File: config.mk
export PLATFORM = sky130hd
export DESIGN_NAME = two_voice_sine_adsr_synth
export DESIGN_NICKNAME = d
export VERILOG_FILES = /design/src/hdl/tvsyn_pkg.sv /design/src/hdl/tvsyn_front.sv /design/src/hdl/tvsyn_engine.sv /design/src/hdl/two_voice_sine_adsr_synth.sv
export SDC_FILE = /design/constraint.sdc
export NUM_CORES = 2
export LEC_CHECK = 0
export BUFFER_PORTS_ARGS = -buffer_cell sky130_fd_sc_hd__buf_4
export CORE_ASPECT_RATIO = 0.5
export CORE_MARGIN = 2
export CORE_UTILIZATION = 38
export CTS_CLUSTER_DIAMETER = 80
export CTS_CLUSTER_SIZE = 20
export DETAILED_ROUTE_END_ITERATION = 10
export PLACE_DENSITY_LB_ADDON = 0.05
export SYNTH_ARGS = -nofsm -noshare
export SYNTH_HDL_FRONTEND = slang
export SYNTH_SLANG_ARGS = --single-unit
File: constraint.sdc
create_clock -name clk -period 21.9 [get_ports clk]
set_clock_uncertainty 0.1 [all_clocks]
set_input_delay 2.19 -clock clk [delete_from_list [all_inputs] [get_ports clk]]
set_output_delay 2.19 -clock clk [all_outputs]
set_load 0.1 [all_outputs]
File: src/hdl/tvsyn_pkg.sv
`timescale 1ns / 1ps
// Shared types, constants, sine table and envelope step for the two-voice synthesizer.
package tvsyn_pkg;

	localparam int SINE_INDEX_BITS = 10;
	localparam int PHASE_BITS      = 32;
	localparam int QBITS           = SINE_INDEX_BITS - 2;
	localparam int QDEPTH          = 1 << QBITS;

	localparam logic [16:0]          FULL_SCALE = 17'd32768;
	localparam logic signed [13:0]   GAIN_Q16   = 14'sd4915;
	localparam longint unsigned      POLY_A     = 64'd102944;
	localparam longint unsigned      POLY_B     = 64'd42047;
	localparam longint unsigned      POLY_C     = 64'd4640;

	localparam int IQ_DEPTH = 4;
	localparam int IQ_PTR_W = $clog2(IQ_DEPTH);
	localparam int IQ_CNT_W = $clog2(IQ_DEPTH + 1);

	typedef enum logic [2:0] {
		REG_PHASE_STEP_A = 3'd0,
		REG_PHASE_STEP_B = 3'd1,
		REG_RATES_A      = 3'd2,
		REG_RATES_B      = 3'd3,
		REG_SUSTAIN_A    = 3'd4,
		REG_SUSTAIN_B    = 3'd5
	} cfg_reg_t;

	typedef struct packed {
		logic [31:0] phase_step_a;
		logic [31:0] phase_step_b;
		logic [47:0] rates_a;
		logic [47:0] rates_b;
		logic [15:0] sustain_a;
		logic [15:0] sustain_b;
	} cfg_t;

	// One queued item, already classified by the front end.
	typedef struct packed {
		logic        restart;
		logic        gate;
		logic [31:0] start_phase;
	} item_t;

	typedef struct packed {
		logic [IQ_CNT_W-1:0] count;
	} iq_status_t;

	typedef struct packed {
		logic        decaying;
		logic [16:0] level;
	} env_t;

	typedef logic [14:0] sine_mag_t;
	typedef sine_mag_t sine_lut_t [QDEPTH];

	// Quarter-wave magnitudes for x = k / QDEPTH of a quarter turn, built at elaboration.
	function automatic sine_lut_t build_sine_lut();
		sine_lut_t       lut;
		longint unsigned x;
		longint unsigned x2;
		longint unsigned inner;
		longint unsigned t;
		for (int k = 0; k < QDEPTH; k++) begin
			x     = longint'(k) << (16 - QBITS);
			x2    = (x * x) >> 16;
			inner = POLY_B - ((x2 * POLY_C) >> 16);
			inner = POLY_A - ((x2 * inner) >> 16);
			t     = (x * inner) >> 16;
			t     = (t + 64'd1) >> 1;
			if (t > 64'd32767) begin
				t = 64'd32767;
			end
			lut[k] = sine_mag_t'(t);
		end
		return lut;
	endfunction

	localparam sine_lut_t SINE_LUT = build_sine_lut();

	// Signed Q1.15 sine of the top SINE_INDEX_BITS of the phase.
	function automatic logic signed [15:0] sine_of(logic [PHASE_BITS-1:0] phase);
		logic [SINE_INDEX_BITS-1:0] idx;
		logic [1:0]                 quad;
		logic [QBITS-1:0]           rem;
		logic [QBITS-1:0]           k;
		logic [15:0]                mag;
		idx  = phase[PHASE_BITS-1 -: SINE_INDEX_BITS];
		quad = idx[SINE_INDEX_BITS-1 -: 2];
		rem  = idx[QBITS-1:0];
		k    = quad[0] ? (~rem + QBITS'(1)) : rem;
		// Mirrored quadrant at its edge lands on the peak, just past the table
		if (quad[0] && (rem == '0)) begin
			mag = 16'd32767;
		end else begin
			mag = {1'b0, SINE_LUT[k]};
		end
		return quad[1] ? -$signed(mag) : $signed(mag);
	endfunction

	// Linear ADSR step for one voice.
	function automatic env_t env_step(env_t cur, logic gate, logic rising,
			logic [47:0] rates, logic [15:0] sustain);
		env_t               nxt;
		logic [16:0]        e0;
		logic [16:0]        sus;
		logic [17:0]        up;
		logic signed [18:0] down;
		e0           = rising ? '0 : cur.level;
		nxt.decaying = rising ? 1'b0 : cur.decaying;
		sus          = ({1'b0, sustain} > FULL_SCALE) ? FULL_SCALE : {1'b0, sustain};
		if (gate) begin
			if (e0 >= FULL_SCALE) begin
				nxt.decaying = 1'b1;
			end
			if (!nxt.decaying) begin
				up        = {1'b0, e0} + {2'b0, rates[15:0]};
				nxt.level = (up > {1'b0, FULL_SCALE}) ? FULL_SCALE : up[16:0];
			end else begin
				down      = $signed({2'b0, e0}) - $signed({3'b0, rates[31:16]});
				nxt.level = (down < $signed({2'b0, sus})) ? sus : down[16:0];
			end
		end else begin
			down      = $signed({2'b0, e0}) - $signed({3'b0, rates[47:32]});
			nxt.level = (down < 19'sd0) ? '0 : down[16:0];
		end
		return nxt;
	endfunction

endpackage

File: src/hdl/tvsyn_front.sv
`timescale 1ns / 1ps
// Front end: accept input transactions, classify them and queue them for the engine.
module tvsyn_front
	import tvsyn_pkg::*;
(
	input  logic        clk,
	input  logic        arst_n,
	input  logic        in_valid,
	output logic        in_ready,
	input  logic        in_opcode,
	input  logic        in_gate,
	input  logic [31:0] in_start_phase,
	output logic        item_valid,
	output item_t       item,
	input  logic        item_pop,
	output iq_status_t  status
);

	item_t               mem_q [IQ_DEPTH];
	logic [IQ_PTR_W-1:0] wr_ptr_q;
	logic [IQ_PTR_W-1:0] rd_ptr_q;
	logic [IQ_CNT_W-1:0] count_q;
	logic                push;
	logic                pop;

	assign in_ready     = (count_q != IQ_CNT_W'(IQ_DEPTH));
	assign push         = in_valid && in_ready;
	assign item_valid   = (count_q != '0);
	assign pop          = item_pop && item_valid;
	assign item         = mem_q[rd_ptr_q];
	assign status.count = count_q;

	always_ff @(posedge clk) begin
		if (push) begin
			mem_q[wr_ptr_q].restart     <= in_opcode;
			mem_q[wr_ptr_q].gate        <= in_gate;
			mem_q[wr_ptr_q].start_phase <= in_start_phase;
		end
	end

	always_ff @(posedge clk or negedge arst_n) begin
		if (!arst_n) begin
			wr_ptr_q <= '0;
			rd_ptr_q <= '0;
			count_q  <= '0;
		end else begin
			if (push) begin
				wr_ptr_q <= wr_ptr_q + IQ_PTR_W'(1);
			end
			if (pop) begin
				rd_ptr_q <= rd_ptr_q + IQ_PTR_W'(1);
			end
			unique case ({push, pop})
				2'b10:   count_q <= count_q + IQ_CNT_W'(1);
				2'b01:   count_q <= count_q - IQ_CNT_W'(1);
				default: count_q <= count_q;
			endcase
		end
	end

endmodule

File: src/hdl/tvsyn_engine.sv
`timescale 1ns / 1ps
// Back end: voice state, envelopes, sine lookup and the shared mix multiplier.
module tvsyn_engine
	import tvsyn_pkg::*;
(
	input  logic               clk,
	input  logic               arst_n,
	input  cfg_t               cfg,
	input  logic               item_valid,
	input  item_t              item,
	output logic               item_pop,
	output logic               res_valid,
	input  logic               res_ready,
	output logic signed [15:0] res_data
);

	typedef enum logic [4:0] {
		ST_IDLE  = 5'b00001,
		ST_MUL_A = 5'b00010,
		ST_MUL_B = 5'b00100,
		ST_GAIN  = 5'b01000,
		ST_OUT   = 5'b10000
	} eng_state_t;

	eng_state_t             state_q;
	logic [PHASE_BITS-1:0]  phase_a_q;
	logic [PHASE_BITS-1:0]  phase_b_q;
	env_t                   env_a_q;
	env_t                   env_b_q;
	logic                   prev_gate_q;
	logic signed [15:0]     sine_a_q;
	logic signed [15:0]     sine_b_q;
	logic signed [31:0]     prod_q;
	logic signed [31:0]     acc_q;
	logic signed [45:0]     gain_q;

	logic                   rising;
	env_t                   env_a_nxt;
	env_t                   env_b_nxt;
	logic signed [15:0]     mul_x;
	logic signed [17:0]     mul_y;
	logic signed [33:0]     mul_p;
	logic signed [45:0]     rounded;
	logic signed [45:0]     shifted;

	assign rising    = item.gate && !prev_gate_q;
	assign env_a_nxt = env_step(env_a_q, item.gate, rising, cfg.rates_a, cfg.sustain_a);
	assign env_b_nxt = env_step(env_b_q, item.gate, rising, cfg.rates_b, cfg.sustain_b);
	assign item_pop  = (state_q == ST_IDLE);

	// One multiplier serves both voices
	assign mul_x = (state_q == ST_MUL_A) ? sine_a_q : sine_b_q;
	assign mul_y = (state_q == ST_MUL_A) ? $signed({1'b0, env_a_q.level})
	                                     : $signed({1'b0, env_b_q.level});
	assign mul_p = mul_x * mul_y;

	// Round to nearest, ties up, and saturate
	assign rounded = gain_q + (46'sd1 <<< 30);
	assign shifted = rounded >>> 31;

	always_comb begin
		if (shifted > 46'sd32767) begin
			res_data = 16'sh7fff;
		end else if (shifted < -46'sd32768) begin
			res_data = 16'sh8000;
		end else begin
			res_data = shifted[15:0];
		end
	end

	assign res_valid = (state_q == ST_OUT);

	always_ff @(posedge clk) begin
		unique case (state_q)
			ST_IDLE: begin
				sine_a_q <= sine_of(phase_a_q);
				sine_b_q <= sine_of(phase_b_q);
			end
			ST_MUL_A: prod_q <= mul_p[31:0];
			ST_MUL_B: acc_q  <= prod_q + mul_p[31:0];
			ST_GAIN:  gain_q <= acc_q * GAIN_Q16;
			default: begin
			end
		endcase
	end

	always_ff @(posedge clk or negedge arst_n) begin
		if (!arst_n) begin
			state_q     <= ST_IDLE;
			phase_a_q   <= '0;
			phase_b_q   <= '0;
			env_a_q     <= '0;
			env_b_q     <= '0;
			prev_gate_q <= 1'b0;
		end else begin
			unique case (state_q)
				ST_IDLE: begin
					if (item_valid) begin
						if (item.restart) begin
							phase_a_q   <= PHASE_BITS'(item.start_phase);
							phase_b_q   <= PHASE_BITS'(item.start_phase);
							env_a_q     <= '0;
							env_b_q     <= '0;
							prev_gate_q <= 1'b0;
						end else begin
							env_a_q     <= env_a_nxt;
							env_b_q     <= env_b_nxt;
							prev_gate_q <= item.gate;
							phase_a_q   <= phase_a_q + PHASE_BITS'(cfg.phase_step_a);
							phase_b_q   <= phase_b_q + PHASE_BITS'(cfg.phase_step_b);
							state_q     <= ST_MUL_A;
						end
					end
				end
				ST_MUL_A: state_q <= ST_MUL_B;
				ST_MUL_B: state_q <= ST_GAIN;
				ST_GAIN:  state_q <= ST_OUT;
				ST_OUT: begin
					if (res_ready) begin
						state_q <= ST_IDLE;
					end
				end
				default: state_q <= ST_IDLE;
			endcase
		end
	end

endmodule

File: src/hdl/two_voice_sine_adsr_synth.sv
`timescale 1ns / 1ps
// Top level of the two-voice sine synthesizer with linear ADSR envelopes.
//
// Channel   Dir  Payload                                        Transaction
// s_*       in   tuser[0] opcode; tdata[0] gate, [32:1] phase   tick or restart
// m_*       out  tdata[15:0] sample_out (signed Q1.15)          one per tick
// cfg_*     in   cfg_index register, cfg_data value             register write
//
// A tick occupies the engine through these steps: pop it, update envelopes,
// read the sine table and advance phases, then two passes through the shared
// 16x18 multiplier, one gain multiply, and presenting the rounded sum until taken.
// A restart reloads phases and clears envelopes without leaving idle and produces no sample.
// Reset clears phases, envelopes, gate history, queue and output valid flag,
// and loads the register defaults; no clearing pass is needed.
// A four-deep input queue takes transactions while the engine or the output
// stalls; the output register frees the engine as soon as the sample is stored.
module two_voice_sine_adsr_synth
	import tvsyn_pkg::*;
(
	input  logic        clk,
	input  logic        arst_n,
	input  logic        s_tvalid,
	output logic        s_tready,
	input  logic [39:0] s_tdata,   // [0] gate, [32:1] start_phase, [39:33] zero
	input  logic [0:0]  s_tuser,   // [0] opcode
	output logic        m_tvalid,
	input  logic        m_tready,
	output logic [15:0] m_tdata,   // [15:0] sample_out
	input  logic        cfg_valid,
	output logic        cfg_ready,
	input  logic [2:0]  cfg_index,
	input  logic [47:0] cfg_data
);

	cfg_t               cfg_q;
	logic               item_valid;
	item_t              item;
	logic               item_pop;
	iq_status_t         iq_status;
	logic               res_valid;
	logic               res_ready;
	logic signed [15:0] res_data;
	logic               m_tvalid_q;
	logic [15:0]        m_tdata_q;

	// Register writes are always taken; software must write only while idle, which the block itself does not enforce
	assign cfg_ready = 1'b1;

	always_ff @(posedge clk or negedge arst_n) begin
		if (!arst_n) begin
			cfg_q.phase_step_a <= '0;
			cfg_q.phase_step_b <= '0;
			cfg_q.rates_a      <= 48'h0001_0001_0001;
			cfg_q.rates_b      <= 48'h0001_0001_0001;
			cfg_q.sustain_a    <= 16'd32768;
			cfg_q.sustain_b    <= 16'd32768;
		end else if (cfg_valid) begin
			// Drop writes to unknown indexes
			unique case (cfg_reg_t'(cfg_index))
				REG_PHASE_STEP_A: cfg_q.phase_step_a <= cfg_data[31:0];
				REG_PHASE_STEP_B: cfg_q.phase_step_b <= cfg_data[31:0];
				REG_RATES_A:      cfg_q.rates_a      <= cfg_data;
				REG_RATES_B:      cfg_q.rates_b      <= cfg_data;
				REG_SUSTAIN_A:    cfg_q.sustain_a    <= cfg_data[15:0];
				REG_SUSTAIN_B:    cfg_q.sustain_b    <= cfg_data[15:0];
				default: begin
				end
			endcase
		end
	end

	tvsyn_front u_front (
		.clk            (clk),
		.arst_n         (arst_n),
		.in_valid       (s_tvalid),
		.in_ready       (s_tready),
		.in_opcode      (s_tuser[0]),
		.in_gate        (s_tdata[0]),
		.in_start_phase (s_tdata[32:1]),
		.item_valid     (item_valid),
		.item           (item),
		.item_pop       (item_pop),
		.status         (iq_status)
	);

	tvsyn_engine u_engine (
		.clk        (clk),
		.arst_n     (arst_n),
		.cfg        (cfg_q),
		.item_valid (item_valid),
		.item       (item),
		.item_pop   (item_pop),
		.res_valid  (res_valid),
		.res_ready  (res_ready),
		.res_data   (res_data)
	);

	// Output register: hold the sample until the downstream side takes it
	assign res_ready = !m_tvalid_q || m_tready;

	always_ff @(posedge clk) begin
		if (res_valid && res_ready) begin
			m_tdata_q <= res_data;
		end
	end

	always_ff @(posedge clk or negedge arst_n) begin
		if (!arst_n) begin
			m_tvalid_q <= 1'b0;
		end else if (res_ready) begin
			m_tvalid_q <= res_valid;
		end
	end

	assign m_tvalid = m_tvalid_q;
	assign m_tdata  = m_tdata_q;

	// Queue never accepts past its depth
	assert property (@(posedge clk) disable iff (!arst_n)
		(iq_status.count == IQ_CNT_W'(IQ_DEPTH)) |-> !(s_tvalid && s_tready))
		else $error("input queue overflow");

	// Engine takes items only when the queue has one
	assert property (@(posedge clk) disable iff (!arst_n)
		(item_pop && item_valid) |-> (iq_status.count != '0))
		else $error("engine popped an empty queue");

	// A stalled engine result holds its value until the output register takes it
	assert property (@(posedge clk) disable iff (!arst_n)
		(res_valid && !res_ready) |=> (res_valid && $stable(res_data)))
		else $error("engine result changed while stalled");

	// A new sample enters the output register only from a finished engine result
	assert property (@(posedge clk) disable iff (!arst_n)
		$rose(m_tvalid) |-> $past(res_valid))
		else $error("output valid without engine result");

endmodule

== After elaboration in Yosys (flattened, before gate mapping) ==
Memory sizes are Yosys's and may differ from the RTL's.
Index checks and enable logic that the tools add are counted.
Widths: inputs -> output; s select.

* Multiplexer cells: 49
* Add/sub/neg operators: 18
* Bitwise operators: 4
* Equality and inequality tests: 16
* Magnitude comparators: 14
* Reduce and logical (&&, ||, !) cells: 22
* Multipliers: 2

{| class="wikitable"
|+ Operators with widths
! cell !! number
|-
| $mux 17 || 13
|-
| $mux 16 || 8
|-
| $add 32x32->32 || 3
|-
| $mux 15 || 6
|-
| $sub 17x16->18 || 4
|-
| $mux 32 || 2
|-
| $add 46x32->46 const B || 1
|-
| $mul 32x14->46 const B || 1
|-
| $lt 19x1->1 const B || 2
|-
| $lt 19x18->1 || 2
|-
| $add 17x16->18 || 2
|-
| $gt 18x16->1 const B || 2
|-
| $mux 18 || 2
|-
| $ge 17x16->1 const B || 2
|-
| $gt 16x16->1 const B || 2
|-
| $mul 16x18->32 || 1
|-
| $neg 16->16 || 2
|-
| $pmux 5 s5 || 1
|-
| $ge 9x9->1 const B || 2
|-
| $not 8->9 || 2
|-
| $add 8x1->8 const B || 2
|-
| $gt 15x16->1 const B || 1
|-
| $logic_not 8->1 || 2
|-
| $lt 15x16->1 const B || 1
|-
| 29 further kinds || 59
|}

* Word-level logic and storage cells: 152
* Flip-flop bits (word level): 464
* Bits in writable memories: 136
* Output and inout bits: 19
* Input bits: 97
* Memories kept: 3
* Memory bits (read-only): 7680

{| class="wikitable"
|+ Memory list
! name !! words !! bits a word !! read ports !! clocked after memory_dff !! wr ports !! line !! source
|-
| (name not given) || 256 || 15 || 1 || 0 || 0 || tvsyn_pkg.sv:96 || <nowiki>mag = {1'b0, SINE_LUT[k]};</nowiki>
|-
| (name not given) || 256 || 15 || 1 || 0 || 0 || tvsyn_pkg.sv:96 ||
|-
| u_front.mem_q || 4 || 34 || 1 || 0 || 1 || tvsyn_front.sv:19 || <nowiki>item_t mem_q [IQ_DEPTH];</nowiki>
|}

== Depth between registers and ports, before layout ==
* Depth in word-level cells: 11
* Mapped depth: 39
* Gate-level depth less buffers: 36

== Cells and area by module ==
A second synthesis with hierarchy kept.

* Cell total of the unflattened synthesis: 6429
* Area, all modules: 59468.3 sq um

{| class="wikitable"
|+ By module, submodules not included
! module !! cells an instance !! sequential area each (sq um) !! area each (sq um) !! instances
|-
| tvsyn_engine || 5782 || 6017.0 || 46173.0 || 1
|-
| two_voice_sine_adsr_synth || 432 || 5320.1 || 7967.6 || 1
|-
| tvsyn_front || 215 || 4259.1 || 5327.6 || 1
|}

== Worst setup path before layout ==
No wires, ideal clock.

* Path kind: flip-flop to flip-flop
* Start: reg u_engine.state_q[4]
* End: reg u_engine.acc_q[31] (data pin)
* Cell stages (with the launch flop): 37
* Setup time: 268 ps
* Setup slack: 11617 ps
* Required time: 21532 ps
* Buffers on the path: 3
* Period minus slack after synthesis: 10283 ps
* Data arrival time: 9916 ps
* Cell sequence: dfrtp_1 or3_1 or3b_2 clkbuf_1 inv_2 clkbuf_1 clkbuf_1 nand2_1 nand2_1 nand2_1 fa_1 fa_1 fa_1 inv_1 fa_1 fa_1 inv_1 fa_1 inv_1 ha_1 a21o_1 a21o_1 nor3_1 a21oi_1 o21ai_0 inv_1 a21oi_1 xnor2_1 ha_1 a211o_1 a211o_1 a21oi_1 o31a_1 o31ai_1 o21a_1 nor2_1 xnor3_1

* Cells in the longest elaborated chain, start to end: 4
* Elaborated cells on any way between the ends: 5
* Classes of those cells: 1 x add/sub; 1 x mul; 1 x eq/ne; 2 x mux

{| class="wikitable"
|+ Ends and longest elaborated chain
! element !! line !! source
|-
| from (decl) || tvsyn_engine.sv:25 || <nowiki>eng_state_t state_q;</nowiki>
|-
| from (signal assigned) || tvsyn_engine.sv:89 || <nowiki>state_q <= ST_IDLE;</nowiki>
|-
| from (signal assigned) || tvsyn_engine.sv:111 || <nowiki>state_q <= ST_MUL_A;</nowiki>
|-
| from (signal assigned) || tvsyn_engine.sv:115 || <nowiki>ST_MUL_A: state_q <= ST_MUL_B;</nowiki>
|-
| $eq 5x2->1 (*) || tvsyn_engine.sv:52, tvsyn_engine.sv:53 ||
|-
| $mux 16 or $mux 17 (tied branches) || tvsyn_engine.sv:52, tvsyn_engine.sv:53 ||
|-
| $mul 16x18->32 (*) || tvsyn_engine.sv:55 || <nowiki>assign mul_p = mul_x * mul_y;</nowiki>
|-
| named net u_engine.mul_p[20] || tvsyn_engine.sv:42 || <nowiki>logic signed [33:0] mul_p;</nowiki>
|-
| $add 32x32->32 (*) || tvsyn_engine.sv:80 || <nowiki>ST_MUL_B: acc_q <= prod_q + mul_p[31:0];</nowiki>
|-
| to (signal assigned) || tvsyn_engine.sv:80 ||
|-
| to (decl) || tvsyn_engine.sv:34 || <nowiki>logic signed [31:0] acc_q;</nowiki>
|}

Mark *: on every way through the listed nets, which the timed path passes. The rest lies on a longest branch.
A chain may end at the register's enable or synchronous reset.

== Worst setup path in the final report ==
* Start: reg u_engine.state_q[4]
* End: reg u_engine.acc_q[28] (data pin)

Same word-level chain as after synthesis.

==> impl_metrics.ini <==
[floorplan]
design.die.area_um2 = 162100
fp.dieW_um = 567.5
rows = 103
initial_core_util_pct = 38.24
ioPinCount = 116
die_y_um = 285.7
core_um2 = 157700

[timing]
worst_slack_ps = 10390
timing.fmax_mhz = 86.90
hold_viol = 0
tightest_slew_ps = 1373
period_needed_ps = 11510
min_period_over_period_pct = 52.54
setup_viol_count_final = 0
rsz0062_at_grt = false
drv_slew = 0
fin_setup_tns_ps = 0
maxSlewHeadroom_pct = 8.148

[routing]
viasPerCell = 5.877
wl_per_cell_um = 24.98
wirelength_um = 216700
first_pass_iters = 5
ant_nets = 0
drt-initial-drc-count = 4673
drcViolationCount = 0
vias = 50970

[cts]
cts_tree = yes
htree_levels = 2
clock_sinks = 570
cts_made_buffers = 41
cts.clk_slew.worst_paths_ps = 100
cts_hold_buf = 0
postCtsSetupRepairBufs = 0
clk_latency_ps = 670
clockBufferDepth = 3
cts_root_buf = clkbuf_16
cts_resized = 0

[synth]
seq_area_frac_synth_pct = 25.85
ys.flop_type = dfrtp_1
yosys_warnings = 0
ys_ff_latch = 570
synth_area_um2 = 60320
synth_edf_count = 264
avgSynthCellArea_um2 = 9.123
async_reset_ff_share_pct = 53.68
ys_types = 128
synth_cells = 6612
synth_nets = 7648

[run_status]
outcome = finished clean

[placement]
io_buffers = 107
place_hpwl_um = 162800
gp_congestion = 0.9496
placed_cells = 8597
place_ws_ps = 10350

[worst_setup_path]
cpPeakStageDelay_ps = 980
slowest_stage = mux2i_1
worst_setup_path_start_kind = flip-flop
cp_common_cell = fa_1
path_max_fanout = 43
cp.required_ps = 22200
critical_path_class = flip-flop to flip-flop
crit_arrival_ps = 11800
endpoint_kind = flip-flop

[global_route]
antenna_found_initial = 8
grt_pass1_vias = 49610
grt_pass1_wl_um = 325500
grt_overflow = 0
track_usage_pct = 26.20
grt_max_degree = 118

[final_layout]
instances_no_fill = 8673
area_growth_pct = 7.112
drive_gt1_share_pct = 9.709
final_cell_mix = 672 x inv_1, 620 x nand2_1, 563 x ha_1
final_core_util_pct = 40.96
final_common_cell = inv_1
final_net_count = 7576

[flow_run]
cap_violations = 0

[min_path]
hp-class = flip-flop to flip-flop
[synthesized netlist by cell type, types with 30 or more instances]
| library cell | n | area, µm² |
|---|---|---|
| nor2_1 | 437 | 1640 |
| edfxtp_1 | 264 | 7928 |
| o21bai_1 | 30 | 225.2 |
| nand2_1 | 621 | 2331 |
| nand2b_1 | 66 | 412.9 |
| xor2_1 | 79 | 691.9 |
| a221oi_1 | 32 | 280.3 |
| o22ai_1 | 30 | 187.7 |
| mux2i_1 | 68 | 680.7 |
| ha_1 | 563 | 7044 |
| mux2_2 | 177 | 1993 |
| nor2b_1 | 53 | 331.6 |
| or3_1 | 34 | 212.7 |
| a21oi_1 | 407 | 2037 |
| a211oi_1 | 105 | 788.3 |
| o21ai_0 | 368 | 1842 |
| o31ai_1 | 43 | 322.8 |
| fa_1 | 376 | 7527 |
| and2_1 | 89 | 556.8 |
| nand4_1 | 35 | 219.0 |
| o2111ai_1 | 39 | 341.6 |
| a21o_1 | 86 | 645.6 |
| buf_2 | 95 | 475.5 |
| and3_1 | 51 | 319.1 |
| xnor2_1 | 177 | 1550 |
| mux4_2 | 34 | 765.7 |
| dfrtp_1 | 297 | 7432 |
| o211ai_1 | 73 | 548.0 |
| clkbuf_1 | 174 | 653.1 |
| nor3_1 | 133 | 665.6 |
| a31oi_1 | 85 | 531.8 |
| nand3_1 | 137 | 685.7 |
| o21a_1 | 56 | 420.4 |
| inv_1 | 673 | 2526 |
[final timing paths]
path	startpoint	to	cells after the start	slack, ps
worst min register to register	u_engine.phase_a_q[9]	u_engine.phase_a_q[9]	2	390
min in group asynchronous	arst_n	cfg_q[162]	1	1490
worst min-delay path	u_engine.phase_a_q[9]	u_engine.phase_a_q[9]	2	390
worst max-delay path	u_engine.state_q[4]	u_engine.acc_q[28]	31	10390
worst max register to register	u_engine.state_q[4]	u_engine.acc_q[28]	31	10390
max in group asynchronous	arst_n	cfg_q[46]	2	18640
[area by class of cell]
class                           count  area, µm²
Timing Repair Buffer              224       1702
Inverter                          683       2565
Multi-Input combinational cell   5020      40720
Tap cell                         2100       2628
Clock inverter                     18      301.5
Fill cell                       15760      93130
Sequential cell                   570      15610
Antenna cell                        2      5.005
Clock buffer                       56       1092
[state kept, by name, indices dropped and copies added (netlist names), 16 cells and up]
| register | flops |
|---|---|
| u_engine.env_a_q | 18 |
| m_tdata | 16 |
| cfg_q | 192 |
| u_engine.env_b_q | 18 |
| u_engine.gain_q | 16 |
| u_engine.phase_a_q | 32 |
| u_engine.sine_b_q | 16 |
| u_front.mem_q | 136 |
| u_engine.phase_b_q | 32 |
| u_engine.acc_q | 32 |
| u_engine.sine_a_q | 16 |
| u_engine.prod_q | 32 |
[critical path, delay by kind of cell (launching register included)]
family	cells	cell delay [ps]
fa+ha+maj	8	3410
compound gates	10	3080
buf+inv	5	1570
simple gates	5	1190
mux	1	980
flops	1	420
xor+xnor	2	390
[cells by family (layout without fill, tap and decap cells)]
logic type	after synthesis	in the layout	synth area share (%)
other	1	3	0.006216
buffers and inverters	1022	981	6.901
XOR/XNOR	259	259	3.808
AO/OA/AOI/OAI	1729	1729	19.17
flip-flops	570	570	25.85
adder cells (fa/ha/maj)	940	940	24.17
multiplexers	279	279	5.702
AND/OR/NAND/NOR	1812	1812	14.39
[through the flow]
step	hold slack [ps]	cell area (µm²)
floorplan	342.8	60320
global placement	359.1	63220
detailed placement	363.9	63220
CTS	386.5	64610
global route	404.2	64610
finish	385.8	64610
[metal layers]
| metal | vias up | track usage (%) | share of wire [%] |
|---|---|---|---|
| met4 | 2 | 4.771 | 1.8 |
| li1 | 23460 | - | - |
| met1 | 25480 | 39.44 | 48 |
| met5 | - | 0 | 0.0060 |
| met3 | 260 | 4.374 | 7.1 |
| met2 | 1765 | 39.55 | 43 |
Power is not shown: default switching activity piles up to over one toggle a cycle in this logic, so the estimate is an artifact.
